[src/hw/rtl/drs_pkg.sv]
// Disk request scheduler: shared types, codes and command/status structs.
// No dependencies; used by every other file of the block except drs_ram.
package drs_pkg;

   localparam int unsigned CYL_W  = 16;
   localparam int unsigned MOVE_W = 23;
   localparam int unsigned MODE_W = 3;
   localparam int unsigned CSR_IDX_W = 2;

   localparam logic [MODE_W-1:0] MODE_FCFS  = 3'd0;
   localparam logic [MODE_W-1:0] MODE_SSTF  = 3'd1;
   localparam logic [MODE_W-1:0] MODE_SCAN  = 3'd2;
   localparam logic [MODE_W-1:0] MODE_CSCAN = 3'd3;
   localparam logic [MODE_W-1:0] MODE_LOOK  = 3'd4;
   localparam logic [MODE_W-1:0] MODE_CLOOK = 3'd5;

   localparam logic [CSR_IDX_W-1:0] CSR_MODE       = 2'd0;
   localparam logic [CSR_IDX_W-1:0] CSR_START_HEAD = 2'd1;
   localparam logic [CSR_IDX_W-1:0] CSR_LAST_CYL   = 2'd2;

   typedef enum logic [1:0] {
      SET_ALL = 2'd0,
      SET_LO  = 2'd1,
      SET_HI  = 2'd2
   } set_type;

   typedef enum logic [1:0] {
      CRIT_FIRST = 2'd0,
      CRIT_NEAR  = 2'd1,
      CRIT_ASC   = 2'd2,
      CRIT_DESC  = 2'd3
   } crit_type;

   typedef enum logic [6:0] {
      ST_LOAD = 7'b0000001,
      ST_PRE  = 7'b0000010,
      ST_PLAN = 7'b0000100,
      ST_NEXT = 7'b0001000,
      ST_SCAN = 7'b0010000,
      ST_EMIT = 7'b0100000,
      ST_HOLD = 7'b1000000
   } state_type;

   typedef struct packed {
      logic     load;
      logic     begin_batch;
      logic     scan_start;
      logic     prescan;
      set_type  set;
      crit_type crit;
      logic     emit;
      logic     emit_ep;
      logic     ep_far;
      logic     last;
      logic     clear;
   } cmd_type;

   typedef struct packed {
      logic             scan_last;
      logic             rsp_taken;
      logic [CYL_W-1:0] min_lo;
      logic [CYL_W-1:0] max_lo;
      logic [CYL_W-1:0] min_hi;
      logic [CYL_W-1:0] max_hi;
   } status_type;

endpackage

[src/hw/rtl/drs_if.sv]
// Request and result channel interfaces (valid/ready plus payload).
// Depends on drs_pkg for field widths.
interface drs_req_if;
   logic                       valid;
   logic                       ready;
   logic [drs_pkg::CYL_W-1:0]  request_cylinder;
   logic                       last_request;
   modport source (output valid, request_cylinder, last_request, input ready);
   modport sink   (input valid, request_cylinder, last_request, output ready);
endinterface

interface drs_rsp_if;
   logic                       valid;
   logic                       ready;
   logic [drs_pkg::CYL_W-1:0]  service_cylinder;
   logic                       endpoint_visit;
   logic [drs_pkg::CYL_W-1:0]  seek_distance;
   logic [drs_pkg::MOVE_W-1:0] total_movement;
   logic                       overflow;
   logic                       last_result;
   modport source (output valid, service_cylinder, endpoint_visit, seek_distance,
                   total_movement, overflow, last_result, input ready);
   modport sink   (input valid, service_cylinder, endpoint_visit, seek_distance,
                   total_movement, overflow, last_result, output ready);
endinterface

[src/hw/rtl/disk_request_scheduler.sv]
// Disk request scheduler top level: CSR registers, controller and datapath.
// Depends on drs_pkg, drs_if, drs_ctrl, drs_datapath.
//
//   port     dir   kind          contents
//   req_ch   in    valid/ready   request_cylinder, last_request
//   rsp_ch   out   valid/ready   service_cylinder, endpoint_visit, seek_distance,
//                                total_movement, overflow, last_result
//   csr_*    in    write only    index 0 mode, 1 start_head, 2 last_cylinder
//
// Each request is stored as it is accepted. On the final request, sweep modes
// first run a prescan pass to classify the N stored requests, FCFS/SSTF a single
// planning state; every request visit then runs one full pass over the store
// RAM's read port followed by emit and hold, every endpoint visit emit and hold
// only, with an extra step where the plan moves between phases, plus any wait
// for ready on the result. Requests are not taken while a batch is being
// emitted. Reset is synchronous and empties the store; there is no clearing pass.
module disk_request_scheduler #(
   parameter int unsigned MAX_REQUESTS = 32
) (
   input  logic                             clock,
   input  logic                             reset,
   drs_req_if.sink                          req_ch,
   drs_rsp_if.source                        rsp_ch,
   input  logic                             csr_we,
   input  logic [drs_pkg::CSR_IDX_W-1:0]    csr_index,
   input  logic [drs_pkg::CYL_W-1:0]        csr_wdata
);
   localparam int unsigned CW = $clog2(MAX_REQUESTS + 1);

   logic [drs_pkg::MODE_W-1:0] mode_ff;
   logic [drs_pkg::CYL_W-1:0]  start_head_ff, last_cyl_ff;
   logic [CW-1:0]              count, cnt_lo, cnt_hi;
   drs_pkg::cmd_type           cmd;
   drs_pkg::status_type        status;
   logic                       ready;

   always_ff @(posedge clock) begin
      if (reset) begin
         mode_ff       <= drs_pkg::MODE_FCFS;
         start_head_ff <= 16'd2000;
         last_cyl_ff   <= 16'd4999;
      end else if (csr_we) begin
         case (csr_index)
            drs_pkg::CSR_MODE:       mode_ff       <= csr_wdata[drs_pkg::MODE_W-1:0];
            drs_pkg::CSR_START_HEAD: start_head_ff <= csr_wdata;
            drs_pkg::CSR_LAST_CYL:   last_cyl_ff   <= csr_wdata;
            default: ;
         endcase
      end
   end

   assign req_ch.ready = ready;

   drs_ctrl #(.MAX_REQUESTS(MAX_REQUESTS)) u_ctrl (
      .clock      (clock),
      .reset      (reset),
      .req_valid  (req_ch.valid),
      .req_last   (req_ch.last_request),
      .req_ready  (ready),
      .mode       (mode_ff),
      .start_head (start_head_ff),
      .last_cyl   (last_cyl_ff),
      .count      (count),
      .cnt_lo     (cnt_lo),
      .cnt_hi     (cnt_hi),
      .status     (status),
      .cmd        (cmd)
   );

   drs_datapath #(.MAX_REQUESTS(MAX_REQUESTS)) u_dp (
      .clock      (clock),
      .reset      (reset),
      .cmd        (cmd),
      .status     (status),
      .req_cyl    (req_ch.request_cylinder),
      .start_head (start_head_ff),
      .last_cyl   (last_cyl_ff),
      .count      (count),
      .cnt_lo     (cnt_lo),
      .cnt_hi     (cnt_hi),
      .rsp        (rsp_ch)
   );
endmodule

[src/hw/rtl/drs_ram.sv]
// Generic single-write, single-read RAM with registered read data.
// No dependencies.
module drs_ram #(
   parameter int unsigned WIDTH = 16,
   parameter int unsigned DEPTH = 32
) (
   input  logic                                        clock,
   input  logic                                        we,
   input  logic [((DEPTH > 1) ? $clog2(DEPTH) : 1)-1:0] waddr,
   input  logic [WIDTH-1:0]                            wdata,
   input  logic [((DEPTH > 1) ? $clog2(DEPTH) : 1)-1:0] raddr,
   output logic [WIDTH-1:0]                            rdata
);
   logic [WIDTH-1:0] mem_ff [DEPTH];
   logic [WIDTH-1:0] rdata_ff;

   always_ff @(posedge clock) begin
      if (we) begin
         mem_ff[waddr] <= wdata;
      end
      rdata_ff <= mem_ff[raddr];
   end

   assign rdata = rdata_ff;
endmodule

[src/hw/rtl/drs_datapath.sv]
// Datapath: request store, scan engine, selection accumulators, head/sum
// tracking and the result register. Depends on drs_pkg and drs_ram.
module drs_datapath #(
   parameter int unsigned MAX_REQUESTS = 32
) (
   input  logic                                   clock,
   input  logic                                   reset,
   input  drs_pkg::cmd_type                       cmd,
   output drs_pkg::status_type                    status,
   input  logic [drs_pkg::CYL_W-1:0]              req_cyl,
   input  logic [drs_pkg::CYL_W-1:0]              start_head,
   input  logic [drs_pkg::CYL_W-1:0]              last_cyl,
   output logic [$clog2(MAX_REQUESTS + 1)-1:0]    count,
   output logic [$clog2(MAX_REQUESTS + 1)-1:0]    cnt_lo,
   output logic [$clog2(MAX_REQUESTS + 1)-1:0]    cnt_hi,
   drs_rsp_if.source                              rsp
);
   localparam int unsigned IW = (MAX_REQUESTS > 1) ? $clog2(MAX_REQUESTS) : 1;
   localparam int unsigned CW = $clog2(MAX_REQUESTS + 1);
   localparam int unsigned YW = drs_pkg::CYL_W;
   localparam int unsigned MW = drs_pkg::MOVE_W;

   logic [CW-1:0]           count_ff;
   logic                    overflow_ff;
   logic [MAX_REQUESTS-1:0] mask_ff;
   logic [YW-1:0]           head_ff;
   logic [MW-1:0]           sum_ff;

   logic                    busy_ff, pv_ff;
   logic [IW-1:0]           rd_addr_ff, pidx_ff;
   logic                    pre_ff;
   drs_pkg::set_type        set_ff;
   drs_pkg::crit_type       crit_ff;

   logic                    found_ff;
   logic [YW-1:0]           best_v_ff, best_d_ff;
   logic [IW-1:0]           best_idx_ff;

   logic [CW-1:0]           cnt_lo_ff, cnt_hi_ff;
   logic [YW-1:0]           min_lo_ff, max_lo_ff, min_hi_ff, max_hi_ff;

   logic                    rsp_valid_ff;
   logic [YW-1:0]           o_cyl_ff, o_dist_ff;
   logic                    o_ep_ff, o_ovf_ff, o_last_ff;

   logic                    full, we;
   logic [YW-1:0]           clamped, rdata, v_dist, e_cyl, e_dist;
   logic [IW-1:0]           last_idx;
   logic                    in_lo, set_ok, better, elig;
   logic [MW-1:0]           sum_in;

   assign full     = (count_ff == CW'(MAX_REQUESTS));
   assign clamped  = (req_cyl > last_cyl) ? last_cyl : req_cyl;
   assign we       = cmd.load && !full;
   assign last_idx = IW'(count_ff - CW'(1));

   drs_ram #(.WIDTH(YW), .DEPTH(MAX_REQUESTS)) u_store (
      .clock (clock),
      .we    (we),
      .waddr (count_ff[IW-1:0]),
      .wdata (clamped),
      .raddr (rd_addr_ff),
      .rdata (rdata)
   );

   assign v_dist = (rdata > head_ff) ? (rdata - head_ff) : (head_ff - rdata);
   assign in_lo  = (rdata < start_head);

   always_comb begin
      case (set_ff)
         drs_pkg::SET_LO: set_ok = in_lo;
         drs_pkg::SET_HI: set_ok = !in_lo;
         default:         set_ok = 1'b1;
      endcase
      case (crit_ff)
         drs_pkg::CRIT_NEAR: better = !found_ff || (v_dist < best_d_ff);
         drs_pkg::CRIT_ASC:  better = !found_ff || (rdata < best_v_ff);
         drs_pkg::CRIT_DESC: better = !found_ff || (rdata > best_v_ff);
         default:            better = !found_ff;
      endcase
   end

   assign elig   = pv_ff && !pre_ff && !mask_ff[pidx_ff] && set_ok && better;
   assign e_cyl  = cmd.emit_ep ? (cmd.ep_far ? last_cyl : '0) : best_v_ff;
   assign e_dist = (e_cyl > head_ff) ? (e_cyl - head_ff) : (head_ff - e_cyl);
   assign sum_in = sum_ff + MW'(e_dist);

   always_ff @(posedge clock) begin
      if (reset) begin
         count_ff     <= '0;
         overflow_ff  <= 1'b0;
         mask_ff      <= '0;
         sum_ff       <= '0;
         busy_ff      <= 1'b0;
         pv_ff        <= 1'b0;
         found_ff     <= 1'b0;
         rsp_valid_ff <= 1'b0;
         cnt_lo_ff    <= '0;
         cnt_hi_ff    <= '0;
      end else begin
         if (cmd.load) begin
            if (full) begin
               overflow_ff <= 1'b1;
            end else begin
               count_ff <= count_ff + CW'(1);
            end
         end
         if (cmd.begin_batch) begin
            mask_ff <= '0;
            sum_ff  <= '0;
         end
         if (cmd.clear) begin
            count_ff    <= '0;
            overflow_ff <= 1'b0;
         end

         if (cmd.scan_start) begin
            busy_ff  <= 1'b1;
            found_ff <= 1'b0;
            if (cmd.prescan) begin
               cnt_lo_ff <= '0;
               cnt_hi_ff <= '0;
            end
         end else if (busy_ff && rd_addr_ff == last_idx) begin
            busy_ff <= 1'b0;
         end
         pv_ff <= busy_ff;

         if (pv_ff && pre_ff) begin
            if (in_lo) begin
               cnt_lo_ff <= cnt_lo_ff + CW'(1);
            end else begin
               cnt_hi_ff <= cnt_hi_ff + CW'(1);
            end
         end
         if (elig) begin
            found_ff <= 1'b1;
         end

         if (cmd.emit) begin
            sum_ff       <= sum_in;
            rsp_valid_ff <= 1'b1;
            if (!cmd.emit_ep) begin
               mask_ff[best_idx_ff] <= 1'b1;
            end
         end else if (rsp_valid_ff && rsp.ready) begin
            rsp_valid_ff <= 1'b0;
         end
      end
   end

   always_ff @(posedge clock) begin
      if (cmd.begin_batch) begin
         head_ff <= start_head;
      end else if (cmd.emit) begin
         head_ff <= e_cyl;
      end
      if (cmd.scan_start) begin
         rd_addr_ff <= '0;
         pre_ff     <= cmd.prescan;
         set_ff     <= cmd.set;
         crit_ff    <= cmd.crit;
      end else if (busy_ff) begin
         rd_addr_ff <= rd_addr_ff + IW'(1);
      end
      pidx_ff <= rd_addr_ff;
      if (pv_ff && pre_ff) begin
         if (in_lo) begin
            if (cnt_lo_ff == '0 || rdata < min_lo_ff) min_lo_ff <= rdata;
            if (cnt_lo_ff == '0 || rdata > max_lo_ff) max_lo_ff <= rdata;
         end else begin
            if (cnt_hi_ff == '0 || rdata < min_hi_ff) min_hi_ff <= rdata;
            if (cnt_hi_ff == '0 || rdata > max_hi_ff) max_hi_ff <= rdata;
         end
      end
      if (elig) begin
         best_v_ff   <= rdata;
         best_d_ff   <= v_dist;
         best_idx_ff <= pidx_ff;
      end
      if (cmd.emit) begin
         o_cyl_ff  <= e_cyl;
         o_dist_ff <= e_dist;
         o_ep_ff   <= cmd.emit_ep;
         o_ovf_ff  <= overflow_ff;
         o_last_ff <= cmd.last;
      end
   end

   assign status.scan_last = pv_ff && (pidx_ff == last_idx);
   assign status.rsp_taken = rsp_valid_ff && rsp.ready;
   assign status.min_lo    = min_lo_ff;
   assign status.max_lo    = max_lo_ff;
   assign status.min_hi    = min_hi_ff;
   assign status.max_hi    = max_hi_ff;

   assign count  = count_ff;
   assign cnt_lo = cnt_lo_ff;
   assign cnt_hi = cnt_hi_ff;

   assign rsp.valid            = rsp_valid_ff;
   assign rsp.service_cylinder = o_cyl_ff;
   assign rsp.endpoint_visit   = o_ep_ff;
   assign rsp.seek_distance    = o_dist_ff;
   assign rsp.total_movement   = sum_ff;
   assign rsp.overflow         = o_ovf_ff;
   assign rsp.last_result      = o_last_ff;
endmodule

[src/hw/rtl/drs_ctrl.sv]
// Controller: batch load, service plan per mode, and visit sequencing.
// Depends on drs_pkg; drives the datapath through cmd_type.
module drs_ctrl #(
   parameter int unsigned MAX_REQUESTS = 32
) (
   input  logic                                clock,
   input  logic                                reset,
   input  logic                                req_valid,
   input  logic                                req_last,
   output logic                                req_ready,
   input  logic [drs_pkg::MODE_W-1:0]          mode,
   input  logic [drs_pkg::CYL_W-1:0]           start_head,
   input  logic [drs_pkg::CYL_W-1:0]           last_cyl,
   input  logic [$clog2(MAX_REQUESTS + 1)-1:0] count,
   input  logic [$clog2(MAX_REQUESTS + 1)-1:0] cnt_lo,
   input  logic [$clog2(MAX_REQUESTS + 1)-1:0] cnt_hi,
   input  drs_pkg::status_type                 status,
   output drs_pkg::cmd_type                    cmd
);
   localparam int unsigned CW = $clog2(MAX_REQUESTS + 1);
   localparam int unsigned TW = $clog2(MAX_REQUESTS + 3);

   drs_pkg::state_type state_ff, state_in;
   logic [1:0]         phase_ff, phase_in;
   logic [CW-1:0]      a_left_ff, a_left_in, b_left_ff, b_left_in;
   logic               e1_ff, e1_in, e2_ff, e2_in;
   logic               e1_far_ff, e1_far_in, e2_far_ff, e2_far_in;
   drs_pkg::set_type   a_set_ff, a_set_in, b_set_ff, b_set_in;
   drs_pkg::crit_type  a_crit_ff, a_crit_in, b_crit_ff, b_crit_in;
   logic [TW-1:0]      tot_ff, tot_in;
   logic               cur_ep_ff, cur_ep_in, cur_far_ff, cur_far_in;

   logic sweep, ends, circ, go_up, accept;

   assign sweep  = (mode == drs_pkg::MODE_SCAN) || (mode == drs_pkg::MODE_CSCAN) ||
                   (mode == drs_pkg::MODE_LOOK) || (mode == drs_pkg::MODE_CLOOK);
   assign ends   = (mode == drs_pkg::MODE_SCAN) || (mode == drs_pkg::MODE_CSCAN);
   assign circ   = (mode == drs_pkg::MODE_CSCAN) || (mode == drs_pkg::MODE_CLOOK);
   assign go_up  = (status.min_hi - start_head) < (start_head - status.max_lo);
   assign accept = req_valid && req_ready;
   assign req_ready = (state_ff == drs_pkg::ST_LOAD);

   always_comb begin
      state_in   = state_ff;
      phase_in   = phase_ff;
      a_left_in  = a_left_ff;
      b_left_in  = b_left_ff;
      e1_in      = e1_ff;
      e2_in      = e2_ff;
      e1_far_in  = e1_far_ff;
      e2_far_in  = e2_far_ff;
      a_set_in   = a_set_ff;
      b_set_in   = b_set_ff;
      a_crit_in  = a_crit_ff;
      b_crit_in  = b_crit_ff;
      tot_in     = tot_ff;
      cur_ep_in  = cur_ep_ff;
      cur_far_in = cur_far_ff;
      cmd        = '0;
      cmd.set    = drs_pkg::SET_ALL;
      cmd.crit   = drs_pkg::CRIT_FIRST;

      case (state_ff)
         drs_pkg::ST_LOAD: begin
            cmd.load = accept;
            if (accept && req_last) begin
               cmd.begin_batch = 1'b1;
               if (sweep) begin
                  cmd.scan_start = 1'b1;
                  cmd.prescan    = 1'b1;
                  state_in       = drs_pkg::ST_PRE;
               end else begin
                  state_in = drs_pkg::ST_PLAN;
               end
            end
         end
         drs_pkg::ST_PRE: begin
            if (status.scan_last) state_in = drs_pkg::ST_PLAN;
         end
         drs_pkg::ST_PLAN: begin
            e1_in     = 1'b0;
            e2_in     = 1'b0;
            e1_far_in = 1'b0;
            e2_far_in = 1'b0;
            b_left_in = '0;
            b_set_in  = drs_pkg::SET_ALL;
            b_crit_in = drs_pkg::CRIT_FIRST;
            if (!sweep) begin
               a_set_in  = drs_pkg::SET_ALL;
               a_crit_in = (mode == drs_pkg::MODE_SSTF) ? drs_pkg::CRIT_NEAR
                                                        : drs_pkg::CRIT_FIRST;
               a_left_in = count;
            end else if (cnt_lo == '0) begin
               a_set_in  = drs_pkg::SET_HI;
               a_crit_in = drs_pkg::CRIT_ASC;
               a_left_in = cnt_hi;
            end else if (cnt_hi == '0) begin
               a_set_in  = drs_pkg::SET_LO;
               a_crit_in = circ ? drs_pkg::CRIT_ASC : drs_pkg::CRIT_DESC;
               a_left_in = cnt_lo;
            end else if (go_up) begin
               a_set_in  = drs_pkg::SET_HI;
               a_crit_in = drs_pkg::CRIT_ASC;
               a_left_in = cnt_hi;
               e1_in     = ends && (status.max_hi != last_cyl);
               e1_far_in = 1'b1;
               e2_in     = ends && circ && (status.min_lo != '0);
               b_set_in  = drs_pkg::SET_LO;
               b_crit_in = circ ? drs_pkg::CRIT_ASC : drs_pkg::CRIT_DESC;
               b_left_in = cnt_lo;
            end else begin
               a_set_in  = drs_pkg::SET_LO;
               a_crit_in = drs_pkg::CRIT_DESC;
               a_left_in = cnt_lo;
               e1_in     = ends && (status.min_lo != '0);
               e2_in     = ends && circ && (status.max_hi != last_cyl);
               e2_far_in = 1'b1;
               b_set_in  = drs_pkg::SET_HI;
               b_crit_in = circ ? drs_pkg::CRIT_DESC : drs_pkg::CRIT_ASC;
               b_left_in = cnt_hi;
            end
            tot_in   = TW'(a_left_in) + TW'(e1_in) + TW'(e2_in) + TW'(b_left_in);
            phase_in = 2'd0;
            state_in = drs_pkg::ST_NEXT;
         end
         drs_pkg::ST_NEXT: begin
            case (phase_ff)
               2'd0: begin
                  if (a_left_ff != '0) begin
                     a_left_in      = a_left_ff - CW'(1);
                     cmd.scan_start = 1'b1;
                     cmd.set        = a_set_ff;
                     cmd.crit       = a_crit_ff;
                     cur_ep_in      = 1'b0;
                     state_in       = drs_pkg::ST_SCAN;
                  end else begin
                     phase_in = 2'd1;
                  end
               end
               2'd1: begin
                  if (e1_ff) begin
                     e1_in      = 1'b0;
                     cur_ep_in  = 1'b1;
                     cur_far_in = e1_far_ff;
                     state_in   = drs_pkg::ST_EMIT;
                  end else begin
                     phase_in = 2'd2;
                  end
               end
               2'd2: begin
                  if (e2_ff) begin
                     e2_in      = 1'b0;
                     cur_ep_in  = 1'b1;
                     cur_far_in = e2_far_ff;
                     state_in   = drs_pkg::ST_EMIT;
                  end else begin
                     phase_in = 2'd3;
                  end
               end
               default: begin
                  if (b_left_ff != '0) begin
                     b_left_in      = b_left_ff - CW'(1);
                     cmd.scan_start = 1'b1;
                     cmd.set        = b_set_ff;
                     cmd.crit       = b_crit_ff;
                     cur_ep_in      = 1'b0;
                     state_in       = drs_pkg::ST_SCAN;
                  end
               end
            endcase
         end
         drs_pkg::ST_SCAN: begin
            if (status.scan_last) state_in = drs_pkg::ST_EMIT;
         end
         drs_pkg::ST_EMIT: begin
            cmd.emit    = 1'b1;
            cmd.emit_ep = cur_ep_ff;
            cmd.ep_far  = cur_far_ff;
            cmd.last    = (tot_ff == TW'(1));
            tot_in      = tot_ff - TW'(1);
            state_in    = drs_pkg::ST_HOLD;
         end
         drs_pkg::ST_HOLD: begin
            if (status.rsp_taken) begin
               if (tot_ff == '0) begin
                  cmd.clear = 1'b1;
                  state_in  = drs_pkg::ST_LOAD;
               end else begin
                  state_in = drs_pkg::ST_NEXT;
               end
            end
         end
         default: state_in = drs_pkg::ST_LOAD;
      endcase
   end

   always_ff @(posedge clock) begin
      if (reset) begin
         state_ff <= drs_pkg::ST_LOAD;
         phase_ff <= 2'd0;
         tot_ff   <= '0;
      end else begin
         state_ff <= state_in;
         phase_ff <= phase_in;
         tot_ff   <= tot_in;
      end
      a_left_ff  <= a_left_in;
      b_left_ff  <= b_left_in;
      e1_ff      <= e1_in;
      e2_ff      <= e2_in;
      e1_far_ff  <= e1_far_in;
      e2_far_ff  <= e2_far_in;
      a_set_ff   <= a_set_in;
      b_set_ff   <= b_set_in;
      a_crit_ff  <= a_crit_in;
      b_crit_ff  <= b_crit_in;
      cur_ep_ff  <= cur_ep_in;
      cur_far_ff <= cur_far_in;
   end
endmodule
[src/flat_wrapper.sv]
// flat-port wrapper written by rule: the top's interface ports become plain ports
module disk_request_scheduler_flat 
#(
   parameter int unsigned MAX_REQUESTS = 32
)
  (clock, reset, csr_we, csr_index, csr_wdata, req_ch_valid, req_ch_request_cylinder, req_ch_last_request, req_ch_ready, rsp_ch_valid, rsp_ch_service_cylinder, rsp_ch_endpoint_visit, rsp_ch_seek_distance, rsp_ch_total_movement, rsp_ch_overflow, rsp_ch_last_result, rsp_ch_ready);
  drs_req_if req_ch_i ();
  drs_rsp_if rsp_ch_i ();
  input  logic clock;
  input  logic reset;
  input  logic csr_we;
  input  logic [drs_pkg::CSR_IDX_W-1:0] csr_index;
  input  logic [drs_pkg::CYL_W-1:0] csr_wdata;
  input wire logic [$bits(req_ch_i.valid)-1:0] req_ch_valid;
  input wire logic [$bits(req_ch_i.request_cylinder)-1:0] req_ch_request_cylinder;
  input wire logic [$bits(req_ch_i.last_request)-1:0] req_ch_last_request;
  output wire logic [$bits(req_ch_i.ready)-1:0] req_ch_ready;
  output wire logic [$bits(rsp_ch_i.valid)-1:0] rsp_ch_valid;
  output wire logic [$bits(rsp_ch_i.service_cylinder)-1:0] rsp_ch_service_cylinder;
  output wire logic [$bits(rsp_ch_i.endpoint_visit)-1:0] rsp_ch_endpoint_visit;
  output wire logic [$bits(rsp_ch_i.seek_distance)-1:0] rsp_ch_seek_distance;
  output wire logic [$bits(rsp_ch_i.total_movement)-1:0] rsp_ch_total_movement;
  output wire logic [$bits(rsp_ch_i.overflow)-1:0] rsp_ch_overflow;
  output wire logic [$bits(rsp_ch_i.last_result)-1:0] rsp_ch_last_result;
  input wire logic [$bits(rsp_ch_i.ready)-1:0] rsp_ch_ready;
  assign req_ch_i.valid = req_ch_valid;
  assign req_ch_i.request_cylinder = req_ch_request_cylinder;
  assign req_ch_i.last_request = req_ch_last_request;
  assign req_ch_ready = req_ch_i.ready;
  assign rsp_ch_valid = rsp_ch_i.valid;
  assign rsp_ch_service_cylinder = rsp_ch_i.service_cylinder;
  assign rsp_ch_endpoint_visit = rsp_ch_i.endpoint_visit;
  assign rsp_ch_seek_distance = rsp_ch_i.seek_distance;
  assign rsp_ch_total_movement = rsp_ch_i.total_movement;
  assign rsp_ch_overflow = rsp_ch_i.overflow;
  assign rsp_ch_last_result = rsp_ch_i.last_result;
  assign rsp_ch_i.ready = rsp_ch_ready;
  disk_request_scheduler #(.MAX_REQUESTS(MAX_REQUESTS)) u_core (.clock(clock), .reset(reset), .req_ch(req_ch_i), .rsp_ch(rsp_ch_i), .csr_we(csr_we), .csr_index(csr_index), .csr_wdata(csr_wdata));
endmodule
[config.mk]
export PLATFORM = sky130hd
export DESIGN_NAME = disk_request_scheduler_flat
export DESIGN_NICKNAME = d
export VERILOG_FILES = /design/src/hw/rtl/drs_pkg.sv /design/src/hw/rtl/drs_if.sv /design/src/hw/rtl/disk_request_scheduler.sv /design/src/hw/rtl/drs_ram.sv /design/src/hw/rtl/drs_datapath.sv /design/src/hw/rtl/drs_ctrl.sv /design/src/flat_wrapper.sv
export SDC_FILE = /design/constraint.sdc
export NUM_CORES = 2
export LEC_CHECK = 0
export ABC_AREA = 1
export BUFFER_PORTS_ARGS = -buffer_cell sky130_fd_sc_hd__buf_2
export CAP_MARGIN = 15
export CORE_ASPECT_RATIO = 0.6
export CORE_UTILIZATION = 63
export DETAILED_ROUTE_END_ITERATION = 8
export GPL_TIMING_DRIVEN = 0
export PLACE_DENSITY = 0.8
export SLEW_MARGIN = 20
export SYNTH_ARGS = -nofsm -noshare
export SYNTH_HDL_FRONTEND = slang
export SYNTH_HIERARCHICAL = 1
export SYNTH_SLANG_ARGS = --single-unit
[constraint.sdc]
create_clock -name clock -period 13.72 [get_ports clock]
set_clock_uncertainty 0.15 [all_clocks]
set_input_delay 2.744 -clock clock [delete_from_list [all_inputs] [get_ports clock]]
set_output_delay 2.744 -clock clock [all_outputs]
set_load 0.01 [all_outputs]
==> metrics.yaml <==
cts:
  cts_repair_resize_count: 0
  cts_tree: "yes"
  htree_num_levels: 3
  cts.hold.buffers_added: 0
  cts_buffers: 78
  clk_latency_ps: 650
  root_buffer: "clkbuf_16"
  cts_num_sinks: 847
  cts.clk_slew.worst_paths_ps: 60
  cts_max_path_buffers: 3
  cts_setup_buffers: 0
placed_design:
  port_buffers: 98
  hpwl_mm: 103
  placed_cell_area_um2: 47300
  place_congestion: 1.02
  dp_slack_ps: 6550
final_layout:
  nNetsFinal: 5367
  regMostFlops: "u_core/u_dp/u_store/mem_ff"
  antenna_cells: 0
  area_delta_synth_final_pct: 12.0
  postLayoutCellArea_um2: 49900
  largest_reg_flops: 512
  layout-drive-gt1-share_pct: 10.2
  fillers: 5020
setup_path:
  cp.required_ps: 14100
  end_kind: "flip-flop"
  cpMaxStageDelayCell: "o22ai_1"
  cp-start-kind: "flip-flop"
  slowest_delay_ps: 800
  crit_top_cell: "nand2_1"
  cp_max_fo: 10
  path_class: "flip-flop to flip-flop"
  worstPathArrival_ps: 7850
detailed_routing:
  drc: 0
  drt-wirelength-per-cell_um: 23.2
  drt_iter0_markers: 5757
  vias_per_cell: 6.12
  drt_wl_total_mm: 140
  vias: 36900
  first_pass_iters: 7
  postRouteAntennaNets: 0
synth:
  synth_edf_count: 693
  synth_cells: 4815
  syn_nets: 5142
  synth_top_area_share_pct: 46.7
  ys_types: 64
  ys_seq_area_share_pct: 53.6
  synthTopCellsByCount: "nand2_1 (1341), edfxtp_1 (693), inv_1 (530), nand3_1 (516), nor2_1 (282)"
  async_flop_share_pct: 0
  synth.most_common_cell: "nand2_1"
  synth.ff_latch_count: 847
  synth.avg_cell_area_um2: 9.25
  dominantRegCellSynth: "edfxtp_1"
  netlist_area_um2: 44600
  synth_top_area_cell: "edfxtp_1"
  ys.warnings.count: 6
  synth_top_cells_by_area: "edfxtp_1 (47%), nand2_1 (11%), ha_1 (7.8%)"
status:
  status: "completed"
die:
  coreArea_um2: 69900
  die_w_um: 345
  die_area_um2: 71800
  fp.dieH_um: 208
  rows: 75
  initial_core_util_pct: 63.7
  ios: 100
flow_run:
  drv_cap: 0
sta:
  finalMaxSlewViolations: 0
  rsz0062_at_grt: "false"
  fmaxAchievable_mhz: 134
  finalHoldViolations: 0
  setup_violations: 0
  post-route-period-util_pct: 54.4
  tightestPinTransition_ps: 1110
  relSlewSlack_pct: 25.8
  min_period_ps: 7470
  final.setup.tns_ps: 0
  layout_setup_ws_ps: 6250
global_route:
  grt_util_all_layers_pct: 38.4
  grt_pass1_vias: 33600
  top_usage_layer: "met1"
  grt_start_max_net_pins: 38
  grt_overflow: 0
  gr-usage-met2_pct: 50.2
  use_met3_pct: 18.5
  antenna_found_initial: 6
  grt_pass1_wl_mm: 205
  grt_util_met1_pct: 57.0
pwr:
  power_leakage_uw: 0.0213
  ir_drop_v: 0.000126
  powerDensity_nw_per_um2: 189
worst_hold_path:
  worstHoldPathType: "flip-flop to flip-flop"
==> per-layer routing <==
metal / vias up / routed length, um
met5: - / 27
met1: 17300 / 56300
li1: 16600 / -
met3: 277 / 26900
met2: 2657 / 53800
met4: 4 / 2970
==> where the power goes <==
group	leakage (uW)	switching, uW	total [uW]	internal, uW
sequential	0.00752	258	3270	3020
clock	0.00128	988	2250	1260
combinational	0.0125	2730	3920	1190
total	0.0213	3980	9440	5460
==> through the flow <==
stage | utilization, % | power (uW) | instances | hold slack, ps
global placement | 66.1 | 6830 | 5837 | 288
global route | 71.4 | 9840 | 6027 | 321
finish | 71.4 | 9440 | 6027 | 314
floorplan | - | 5610 | 4815 | 224
CTS | 71.4 | 9240 | 6027 | 302
detailed placement | 67.7 | 6990 | 5884 | 289
==> layout make-up <==
class | count | area [um2] | share of cell area, %
inverter | 563 | 2120 | 4.25
tap | 924 | 1160 | 2.32
clock buffer | 101 | 2170 | 4.35
sequential | 847 | 23900 | 47.9
clock inverter | 42 | 422 | 0.845
multi-input combinational | 3238 | 17800 | 35.6
timing repair buffer | 145 | 1300 | 2.61
buffer | 167 | 1070 | 2.15
==> logic make-up after synthesis <==
logic type,share of synthesized area (%)
flops,53.6
simple gates,21.5
fa+ha+maj,8.21
buf+inv,7.17
compound gates,7.20
xor+xnor,2.32
==> cell usage in the layout (no fill, tap or decap), types with 14 or more instances in the layout <==
cell type,count
a22oi_1,22
nor2_2,43
buf_6,52
nand2_1,1341
nand4_1,28
o21ai_0,121
a21oi_1,246
clkbuf_16,80
dfxtp_1,154
clkbuf_1,55
xor2_1,86
o21ai_4,16
edfxtp_1,693
xnor2_1,32
buf_16,14
inv_2,30
nand3_1,516
o21bai_1,14
buf_2,145
inv_1,530
o22ai_1,22
nor4_1,14
buf_4,33
o21ai_1,31
ha_1,278
nor3_1,45
nor2_1,246
==> worst max-delay path, delay by kind of cell (launching register included) <==
kind	cells	cell delay [ps]
AO/OA/AOI/OAI	8	2350
AND/OR/NAND/NOR	14	2340
adder cells (fa/ha/maj)	2	670
buffers and inverters	9	1490
flip-flops	1	340
==> final timing paths <==
kind	from	to	slack, ps	cells after the start
worst max-delay path	u_core/u_ctrl/state_ff[2]$_SDFFE_PP0P_	u_core/u_dp/rsp.total_movement[22]$_SDFFE_PP0P_	6250	33
worst min-delay path	u_core/u_dp/mask_ff[27]$_SDFF_PP0_	u_core/u_dp/mask_ff[27]$_SDFF_PP0_	310	2
worst max register to register	u_core/u_ctrl/state_ff[2]$_SDFFE_PP0P_	u_core/u_dp/rsp.total_movement[22]$_SDFFE_PP0P_	6250	33
worst min register to register	u_core/u_dp/mask_ff[27]$_SDFF_PP0_	u_core/u_dp/mask_ff[27]$_SDFF_PP0_	310	2
No activity file was read; power rests on OpenSTA's default activity.
